`src/hw/rtl/bci_pkg.sv`:
```
package bci_pkg;

  localparam int LEVEL_BITS    = 10;
  localparam int VALUE_BITS    = 16;
  localparam int NUM_POINTS    = 4;
  localparam int PT_BITS       = $clog2(NUM_POINTS);
  localparam int IDX_BITS      = PT_BITS + 1;
  localparam int CFG_IDX_BITS  = PT_BITS + 1;
  localparam int CFG_DATA_BITS = (LEVEL_BITS > VALUE_BITS) ? LEVEL_BITS : VALUE_BITS;
  localparam int PROD_BITS     = LEVEL_BITS + VALUE_BITS;
  localparam int QDEPTH        = 4;
  localparam int QPTR_BITS     = $clog2(QDEPTH);
  localparam int DIV_STAGES    = VALUE_BITS;
  // queue entries + multiply stage + divide stages + output register
  localparam int CAPACITY      = QDEPTH + DIV_STAGES + 2;

  typedef logic [LEVEL_BITS-1:0]    level_t;
  typedef logic [VALUE_BITS-1:0]    value_t;
  typedef logic [PROD_BITS-1:0]     prod_t;
  typedef logic [CFG_IDX_BITS-1:0]  cfg_idx_t;
  typedef logic [CFG_DATA_BITS-1:0] cfg_data_t;
  typedef logic [IDX_BITS-1:0]      idx_t;
  typedef logic [PT_BITS-1:0]       pt_t;
  typedef logic [QPTR_BITS-1:0]     qptr_t;
  typedef logic [QPTR_BITS:0]       qcnt_t;

  localparam level_t FLAT_LEVEL = level_t'(255);

  localparam cfg_idx_t REG_LEVEL_P0 = cfg_idx_t'(0);
  localparam cfg_idx_t REG_LEVEL_P1 = cfg_idx_t'(1);
  localparam cfg_idx_t REG_LEVEL_P2 = cfg_idx_t'(2);
  localparam cfg_idx_t REG_LEVEL_P3 = cfg_idx_t'(3);
  localparam cfg_idx_t REG_VALUE_P0 = cfg_idx_t'(4);
  localparam cfg_idx_t REG_VALUE_P1 = cfg_idx_t'(5);
  localparam cfg_idx_t REG_VALUE_P2 = cfg_idx_t'(6);
  localparam cfg_idx_t REG_VALUE_P3 = cfg_idx_t'(7);

  // Classified item: result = base + level_diff * val_diff / den.
  // Flat cases carry level_diff = 0 and den = 1.
  typedef struct packed {
    level_t level_diff;
    value_t val_diff;
    level_t den;
    value_t base;
    logic   above_top;
  } item_t;

  typedef struct packed {
    prod_t  prod;
    level_t den;
    value_t base;
    logic   above_top;
  } mul_t;

  typedef struct packed {
    level_t rem;
    value_t low;
    value_t quo;
    level_t den;
    value_t base;
    logic   above_top;
  } div_t;

endpackage

```
`src/hw/rtl/bci_if.sv`:
```
interface bci_in_if;
  import bci_pkg::*;
  logic   valid;
  logic   ready;
  level_t level;
  modport source (output valid, output level, input ready);
  modport sink   (input valid, input level, output ready);
endinterface

interface bci_out_if;
  import bci_pkg::*;
  logic   valid;
  logic   ready;
  value_t drive_value;
  logic   above_top;
  modport source (output valid, output drive_value, output above_top, input ready);
  modport sink   (input valid, input drive_value, input above_top, output ready);
endinterface

interface bci_cfg_if;
  import bci_pkg::*;
  logic      valid;
  logic      ready;
  cfg_idx_t  index;
  cfg_data_t data;
  modport source (output valid, output index, output data, input ready);
  modport sink   (input valid, input index, input data, output ready);
endinterface

```
`src/hw/rtl/bci_queue.sv`:
```
module bci_queue (
  input  logic          clk,
  input  logic          rst_n,
  input  logic          push_valid,
  output logic          push_ready,
  input  bci_pkg::item_t push_item,
  output logic          pop_valid,
  input  logic          pop_ready,
  output bci_pkg::item_t pop_item
);
  import bci_pkg::*;

  item_t mem_r [QDEPTH];
  qptr_t wr_ptr_r, wr_ptr_nxt;
  qptr_t rd_ptr_r, rd_ptr_nxt;
  qcnt_t cnt_r, cnt_nxt;
  logic  do_push, do_pop;

  assign push_ready = (cnt_r != qcnt_t'(QDEPTH));
  assign pop_valid  = (cnt_r != '0);
  assign pop_item   = mem_r[rd_ptr_r];
  assign do_push    = push_valid && push_ready;
  assign do_pop     = pop_valid && pop_ready;

  always_comb begin
    wr_ptr_nxt = do_push ? qptr_t'(wr_ptr_r + 1'b1) : wr_ptr_r;
    rd_ptr_nxt = do_pop  ? qptr_t'(rd_ptr_r + 1'b1) : rd_ptr_r;
    cnt_nxt    = qcnt_t'(cnt_r + qcnt_t'(do_push) - qcnt_t'(do_pop));
  end

  always_ff @(posedge clk) begin
    if (!rst_n) begin
      wr_ptr_r <= '0;
      rd_ptr_r <= '0;
      cnt_r    <= '0;
    end else begin
      wr_ptr_r <= wr_ptr_nxt;
      rd_ptr_r <= rd_ptr_nxt;
      cnt_r    <= cnt_nxt;
    end
  end

  always_ff @(posedge clk) begin
    if (do_push) begin
      mem_r[wr_ptr_r] <= push_item;
    end
  end

endmodule

```
`src/hw/rtl/bci_front.sv`:
```
module bci_front (
  input  logic           clk,
  input  logic           rst_n,
  bci_in_if.sink         in_if,
  bci_cfg_if.sink        cfg_if,
  output logic           push_valid,
  input  logic           push_ready,
  output bci_pkg::item_t push_item
);
  import bci_pkg::*;

  level_t lvl_r [NUM_POINTS];
  value_t val_r [NUM_POINTS];

  logic   stop, at_end, above, flat;
  idx_t   idx;
  pt_t    lo_pt, hi_pt;
  level_t lo_l, hi_l;
  value_t lo_v, hi_v;

  assign cfg_if.ready = 1'b1;

  always_ff @(posedge clk) begin
    if (!rst_n) begin
      for (int k = 0; k < NUM_POINTS; k++) begin
        lvl_r[k] <= '0;
        val_r[k] <= '0;
      end
    end else if (cfg_if.valid) begin
      unique case (cfg_if.index)
        REG_LEVEL_P0: lvl_r[0] <= cfg_if.data[LEVEL_BITS-1:0];
        REG_LEVEL_P1: lvl_r[1] <= cfg_if.data[LEVEL_BITS-1:0];
        REG_LEVEL_P2: lvl_r[2] <= cfg_if.data[LEVEL_BITS-1:0];
        REG_LEVEL_P3: lvl_r[3] <= cfg_if.data[LEVEL_BITS-1:0];
        REG_VALUE_P0: val_r[0] <= cfg_if.data[VALUE_BITS-1:0];
        REG_VALUE_P1: val_r[1] <= cfg_if.data[VALUE_BITS-1:0];
        REG_VALUE_P2: val_r[2] <= cfg_if.data[VALUE_BITS-1:0];
        REG_VALUE_P3: val_r[3] <= cfg_if.data[VALUE_BITS-1:0];
      endcase
    end
  end

  // Search for the first point at or below the level; a zero level ends the list.
  always_comb begin
    stop   = 1'b0;
    at_end = 1'b1;
    idx    = idx_t'(NUM_POINTS);
    for (int k = 0; k < NUM_POINTS; k++) begin
      if (!stop) begin
        if (lvl_r[k] == '0) begin
          stop = 1'b1;
          idx  = idx_t'(k);
        end else if (in_if.level >= lvl_r[k]) begin
          stop   = 1'b0 | 1'b1;
          at_end = 1'b0;
          idx    = idx_t'(k);
        end
      end
    end

    lo_pt = idx[PT_BITS-1:0];
    hi_pt = pt_t'(idx - 1'b1);
    lo_l  = at_end ? '0 : lvl_r[lo_pt];
    lo_v  = (idx == idx_t'(NUM_POINTS)) ? '0 : val_r[lo_pt];
    hi_l  = lvl_r[hi_pt];
    hi_v  = val_r[hi_pt];

    above = (in_if.level > lvl_r[0]);
    flat  = above || (idx == '0) || (in_if.level >= FLAT_LEVEL) || (lo_v == '0)
            || (hi_v < lo_v) || (hi_l <= lo_l);

    push_item.above_top = above;
    push_item.base      = above ? '0 : lo_v;
    if (flat) begin
      push_item.level_diff = '0;
      push_item.val_diff   = '0;
      push_item.den        = level_t'(1);
    end else begin
      push_item.level_diff = level_t'(in_if.level - lo_l);
      push_item.val_diff   = value_t'(hi_v - lo_v);
      push_item.den        = level_t'(hi_l - lo_l);
    end
  end

  assign push_valid  = in_if.valid;
  assign in_if.ready = push_ready;

endmodule

```
`src/hw/rtl/bci_back.sv`:
```
module bci_back (
  input  logic           clk,
  input  logic           rst_n,
  input  logic           pop_valid,
  output logic           pop_ready,
  input  bci_pkg::item_t pop_item,
  bci_out_if.source      out_if
);
  import bci_pkg::*;

  logic   en;
  logic   m_valid_r;
  mul_t   m_r;
  logic   d_valid_r [DIV_STAGES];
  div_t   d_r [DIV_STAGES];
  div_t   d_init;
  logic   out_valid_r;
  value_t drive_r;
  logic   above_r;

  // One restoring step: shift in the next numerator bit, subtract if it fits.
  function automatic div_t div_step(div_t s);
    div_t r;
    logic [LEVEL_BITS:0] t;
    logic [LEVEL_BITS:0] d;
    r = s;
    t = {s.rem, s.low[VALUE_BITS-1]};
    d = {1'b0, s.den};
    r.low = {s.low[VALUE_BITS-2:0], 1'b0};
    if (t >= d) begin
      r.rem = LEVEL_BITS'(t - d);
      r.quo = {s.quo[VALUE_BITS-2:0], 1'b1};
    end else begin
      r.rem = t[LEVEL_BITS-1:0];
      r.quo = {s.quo[VALUE_BITS-2:0], 1'b0};
    end
    return r;
  endfunction

  assign en        = !out_valid_r || out_if.ready;
  assign pop_ready = en;

  always_comb begin
    d_init.rem       = m_r.prod[PROD_BITS-1 -: LEVEL_BITS];
    d_init.low       = m_r.prod[VALUE_BITS-1:0];
    d_init.quo       = '0;
    d_init.den       = m_r.den;
    d_init.base      = m_r.base;
    d_init.above_top = m_r.above_top;
  end

  always_ff @(posedge clk) begin
    if (!rst_n) begin
      m_valid_r   <= 1'b0;
      out_valid_r <= 1'b0;
      for (int k = 0; k < DIV_STAGES; k++) begin
        d_valid_r[k] <= 1'b0;
      end
    end else if (en) begin
      m_valid_r    <= pop_valid;
      d_valid_r[0] <= m_valid_r;
      for (int k = 1; k < DIV_STAGES; k++) begin
        d_valid_r[k] <= d_valid_r[k-1];
      end
      out_valid_r  <= d_valid_r[DIV_STAGES-1];
    end
  end

  always_ff @(posedge clk) begin
    if (en) begin
      m_r.prod      <= prod_t'(pop_item.level_diff) * prod_t'(pop_item.val_diff);
      m_r.den       <= pop_item.den;
      m_r.base      <= pop_item.base;
      m_r.above_top <= pop_item.above_top;
      d_r[0]        <= div_step(d_init);
      for (int k = 1; k < DIV_STAGES; k++) begin
        d_r[k] <= div_step(d_r[k-1]);
      end
      drive_r <= value_t'(d_r[DIV_STAGES-1].quo + d_r[DIV_STAGES-1].base);
      above_r <= d_r[DIV_STAGES-1].above_top;
    end
  end

  assign out_if.valid       = out_valid_r;
  assign out_if.drive_value = drive_r;
  assign out_if.above_top   = above_r;

endmodule

```
`src/hw/rtl/backlight_curve_interpolator.sv`:
```
// Backlight curve interpolator: maps a brightness level to a drive value
// through up to four breakpoints written over the configuration channel.
//   cfg_if : register writes (index 0..3 levels, 4..7 values); always ready.
//            Write only while no item is in flight.
//   in_if  : one level per beat; valid/ready handshake.
//   out_if : one drive_value/above_top beat per input beat, in order.
// Path: an accepted level passes the queue hop, one multiply stage, 16 divide
//   stages and the output register before it shows on out_if.
// Throughput: one item per cycle while out_if is ready, with a 16-stage pipelined divider.
// Stall: a result held on out_if freezes the back pipeline as a whole; the
//   front keeps accepting into a 4-entry queue, then drops ready when full.
// Reset (rst_n low, synchronous): all breakpoints read 0, queue and pipeline
//   empty, no result pending.
module backlight_curve_interpolator (
  input  logic       clk,
  input  logic       rst_n,
  bci_in_if.sink     in_if,
  bci_out_if.source  out_if,
  bci_cfg_if.sink    cfg_if
);
  import bci_pkg::*;

  // front -> queue
  logic  push_valid, push_ready;
  item_t push_item;
  // queue -> back
  logic  pop_valid, pop_ready;
  item_t pop_item;

  // Classify the level against the breakpoints and hold the config registers.
  bci_front u_front (
    .clk        (clk),
    .rst_n      (rst_n),
    .in_if      (in_if),
    .cfg_if     (cfg_if),
    .push_valid (push_valid),
    .push_ready (push_ready),
    .push_item  (push_item)
  );

  // Decouple the classifier from the arithmetic pipeline.
  bci_queue u_queue (
    .clk        (clk),
    .rst_n      (rst_n),
    .push_valid (push_valid),
    .push_ready (push_ready),
    .push_item  (push_item),
    .pop_valid  (pop_valid),
    .pop_ready  (pop_ready),
    .pop_item   (pop_item)
  );

  // Multiply, divide and add; advance only when the output beat can move.
  bci_back u_back (
    .clk       (clk),
    .rst_n     (rst_n),
    .pop_valid (pop_valid),
    .pop_ready (pop_ready),
    .pop_item  (pop_item),
    .out_if    (out_if)
  );

endmodule

```
`src/flat_wrapper.sv`:
```
// flat-port wrapper written by rule: the top's interface ports become plain ports
module backlight_curve_interpolator_flat import bci_pkg::*;
  (clk, rst_n, in_if_valid, in_if_level, in_if_ready, out_if_valid, out_if_drive_value, out_if_above_top, out_if_ready, cfg_if_valid, cfg_if_index, cfg_if_data, cfg_if_ready);
  bci_in_if in_if_i ();
  bci_out_if out_if_i ();
  bci_cfg_if cfg_if_i ();
  input  logic clk;
  input  logic rst_n;
  input wire logic [$bits(in_if_i.valid)-1:0] in_if_valid;
  input wire logic [$bits(in_if_i.level)-1:0] in_if_level;
  output wire logic [$bits(in_if_i.ready)-1:0] in_if_ready;
  output wire logic [$bits(out_if_i.valid)-1:0] out_if_valid;
  output wire logic [$bits(out_if_i.drive_value)-1:0] out_if_drive_value;
  output wire logic [$bits(out_if_i.above_top)-1:0] out_if_above_top;
  input wire logic [$bits(out_if_i.ready)-1:0] out_if_ready;
  input wire logic [$bits(cfg_if_i.valid)-1:0] cfg_if_valid;
  input wire logic [$bits(cfg_if_i.index)-1:0] cfg_if_index;
  input wire logic [$bits(cfg_if_i.data)-1:0] cfg_if_data;
  output wire logic [$bits(cfg_if_i.ready)-1:0] cfg_if_ready;
  assign in_if_i.valid = in_if_valid;
  assign in_if_i.level = in_if_level;
  assign in_if_ready = in_if_i.ready;
  assign out_if_valid = out_if_i.valid;
  assign out_if_drive_value = out_if_i.drive_value;
  assign out_if_above_top = out_if_i.above_top;
  assign out_if_i.ready = out_if_ready;
  assign cfg_if_i.valid = cfg_if_valid;
  assign cfg_if_i.index = cfg_if_index;
  assign cfg_if_i.data = cfg_if_data;
  assign cfg_if_ready = cfg_if_i.ready;
  backlight_curve_interpolator u_core (.clk(clk), .rst_n(rst_n), .in_if(in_if_i), .out_if(out_if_i), .cfg_if(cfg_if_i));
endmodule
```
`config.mk`:
```
export PLATFORM = sky130hd
export DESIGN_NAME = backlight_curve_interpolator_flat
export DESIGN_NICKNAME = d
export VERILOG_FILES = /design/src/hw/rtl/bci_pkg.sv /design/src/hw/rtl/bci_if.sv /design/src/hw/rtl/bci_queue.sv /design/src/hw/rtl/bci_front.sv /design/src/hw/rtl/bci_back.sv /design/src/hw/rtl/backlight_curve_interpolator.sv /design/src/flat_wrapper.sv
export SDC_FILE = /design/constraint.sdc
export NUM_CORES = 2
export LEC_CHECK = 0
export ABC_AREA = 0
export CAP_MARGIN = 5
export CORE_MARGIN = 8
export CORE_UTILIZATION = 60
export CTS_CLUSTER_SIZE = 30
export DETAILED_ROUTE_END_ITERATION = 16
export DONT_BUFFER_PORTS = 1
export PLACE_DENSITY = 0.82
export SLEW_MARGIN = 20
export SYNTH_ARGS = -nofsm -noshare
export SYNTH_HDL_FRONTEND = slang
export SYNTH_SLANG_ARGS = --single-unit
```
`constraint.sdc`:
```
create_clock -name clk -period 55.7 [get_ports clk]
set_clock_uncertainty 0.05 [all_clocks]
set_input_delay 8.355 -clock clk [delete_from_list [all_inputs] [get_ports clk]]
set_output_delay 8.355 -clock clk [all_outputs]
set_load 0.005 [all_outputs]
```
==> impl_metrics.env <==
export IMPL_status="complete, no violations"
export IMPL_fin_area_um2=63170
export IMPL_cts_resized_gates=0
export IMPL_ys_flop_type="edfxtp_1"
export IMPL_fin_cells=5492
export IMPL_grt_pass1_wl_um=169100
export IMPL_tns_ns=0
export IMPL_dr_pass1_iters=8
export IMPL_synthCells=4060
export IMPL_cts_htree_levels=3
export IMPL_hold_class="flop to flop"
export IMPL_path_clk_slew_ns=0.06
export IMPL_rsz0062_at_grt="no"
export IMPL_criticalPathCategory="primary input to flop"
export IMPL_finalMaxSlewViolations=0
export IMPL_drtIter0Drc=2521
export IMPL_yosysSeqAreaShare=0.6407
export IMPL_cts_made_buffers=119
export IMPL_syn_cell_area_um2=57850
export IMPL_crit_arrival_ns=15.12
export IMPL_final_hold_viol_count=0
export IMPL_die_height_um=326.5
export IMPL_cts_sinks=1241
export IMPL_cp_max_fo=42
export IMPL_grt_pass1_vias=32030
export IMPL_place_inst=5277
export IMPL_yosysWarnings=0
export IMPL_fillers=6580
export IMPL_startpoint_type="primary input"
export IMPL_start_util=0.6018
export IMPL_die_area_um2=106600
export IMPL_wl_um=105600
export IMPL_period_needed_ns=14.75
export IMPL_post_cts_buffers=0
export IMPL_postCtsHoldBufs=0
export IMPL_num_vias=31350
export IMPL_syn_nets=4541
export IMPL_async_flop_share=0
export IMPL_max_cap_violations=0
export IMPL_final_common_cell="edfxtp_1"
export IMPL_core_area_um2=96140
export IMPL_cts_tree="done"
export IMPL_period_share=0.2648
export IMPL_dp_final_hpwl_um=71040
export IMPL_rows=114
export IMPL_root_buffer="clkbuf_16"
export IMPL_cts_buffer_depth=3
export IMPL_gp_congestion=0.9061
export IMPL_synth_edf_count=1221
export IMPL_wl_per_cell_um=19.22
export IMPL_vias_per_cell=5.707
export IMPL_dpl_cell_area_um2=59330
export IMPL_final_core_util=0.6571
export IMPL_io_buffers=0
export IMPL_globalRouteOverflowTotal=0
export IMPL_crit_path_end_kind="flop"
export IMPL_syn_to_final_growth_pct=9.196
export IMPL_ant_nets=0
export IMPL_drive_above_1_share=0.08207
export IMPL_ys_types=84
export IMPL_synth_seq_cells=1241
export IMPL_die_w_um=326.5
export IMPL_most_common_layout_cells="1221 x edfxtp_1, 461 x inv_1, 397 x nand2_1, 317 x ha_1, 206 x o21ai_0"
export IMPL_antenna_found_initial=0
export IMPL_setup_violations=0
export IMPL_fin_nets=4603
export IMPL_syn_avg_cell_area_um2=14.25
export IMPL_grt_max_degree=193
export IMPL_drc=0
export IMPL_grtUsageTotal=0.1956
export IMPL_worst_pin_slew_ns=1.053
export IMPL_n_antenna_cell=0
export IMPL_cp_required_ns=56.07
export IMPL_slew_headroom=0.2980
export IMPL_insertion_delay_ns=0.70
export IMPL_ioPinCount=54
export IMPL_fmax_ghz=0.06780
## state kept, by name, indices dropped and copies added, names as in the netlist, named ones only
signal                            cells
u_core.u_back.m_valid_r               1
u_core.u_queue.wr_ptr_r               2
u_core.u_front.lvl_r                 40
u_core.u_queue.rd_ptr_r               2
u_core.u_back.d_valid_r              16
u_core.u_queue.cnt_r                  3
u_core.u_back.d_r                   828
u_core.u_queue.mem_r                212
u_core.u_back.out_if.valid            1
u_core.u_back.d_init                 53
u_core.u_front.val_r                 64
u_core.u_back.out_if.drive_value     16
u_core.u_back.out_if.above_top        1
## logic make-up after synthesis
kind of cell / count (synthesis) / share of synthesized area
muxes: 121 / 0.03863
adders and majority gates: 448 / 0.1137
DFF: 1241 / 0.6407
other: 1 / 0.00006482
xor gates and xnor gates: 127 / 0.01949
AOI/OAI and AO/OA: 588 / 0.06639
and+or+nand+nor: 982 / 0.08404
buffers and inverters: 552 / 0.03700
## area by class of cell
class | count | area [µm²] | share of cell area
flip-flops and latches | 1241 | 37070 | 0.5868
multi-input cells | 2267 | 18690 | 0.2958
clock buffers | 138 | 3049 | 0.04827
inverters | 463 | 1745 | 0.02763
well taps | 1276 | 1597 | 0.02527
clock inverters | 77 | 774.5 | 0.01226
repair buffers | 30 | 250.2 | 0.003961
## worst max-delay path, stage by stage
cell and delay [ns]:
ha_1 0.30, a211oi_1 0.24, o21bai_1 0.16, a2111oi_4 0.52
and2_1 0.39, and2_2 0.21, buf_4 0.47, inv_1 0.08
buf_4 0.25, ha_1 0.55, buf_4 0.35, mux4_2 0.38
fa_1 0.45, a21o_1 0.18, a21oi_1 0.28, nor2_1 0.10
o31a_1 0.26, o21a_1 0.17, o21ai_0 0.26, a311oi_2 0.14
o2111ai_4 0.12, buf_4 0.44, nand2_2 0.15, and2_1 0.23
## path summary, 6_finish.rpt
kind	slack [ns]	end	cells after the start	from
worst max-delay path	40.95	u_core.u_queue.mem_r[2][28]	24	in_if_level[7]
worst min-delay path	0.34	u_core.u_back.d_r[0][71]	0	u_core.u_back.d_r[0][3]
worst max register to register	47.90	u_core.u_back.d_init[68]	20	flop
worst min register to register	0.34	u_core.u_back.d_r[0][71]	0	u_core.u_back.d_r[0][3]
## routing by layer
metal,track usage,share of wire
met2,0.3391,0.50
met1,0.2511,0.42
met5,0,0
met3,0.03222,0.046
met4,0.06653,0.032
## synth_stat cells, types with 60 or more instances
library cell  instances  area (µm²)
o21ai_0             210        1051
edfxtp_1           1221       36670
xnor2_1              73       639.4
nand2_1             397        1490
a21oi_1             107       535.5
nor2b_1              83       519.3
inv_1               462        1734
and2_1              153       957.2
mux4_2               81        1824
ha_1                317        3966
nor2_1              122       457.9
clkbuf_1             60       225.2
fa_1                130        2603
## metrics by stage
step | hold slack (ns) | worst slack (ns)
after floorplan | 0.3503 | 20.59
after global placement | 0.3506 | 40.39
after detailed placement | 0.3545 | 40.25
after CTS | 0.3360 | 40.97
after global routing | 0.3348 | 40.51
final | 0.3419 | 40.95
Power is not shown: default switching activity piles up to over one toggle a cycle in this logic, so the estimate is an artifact.
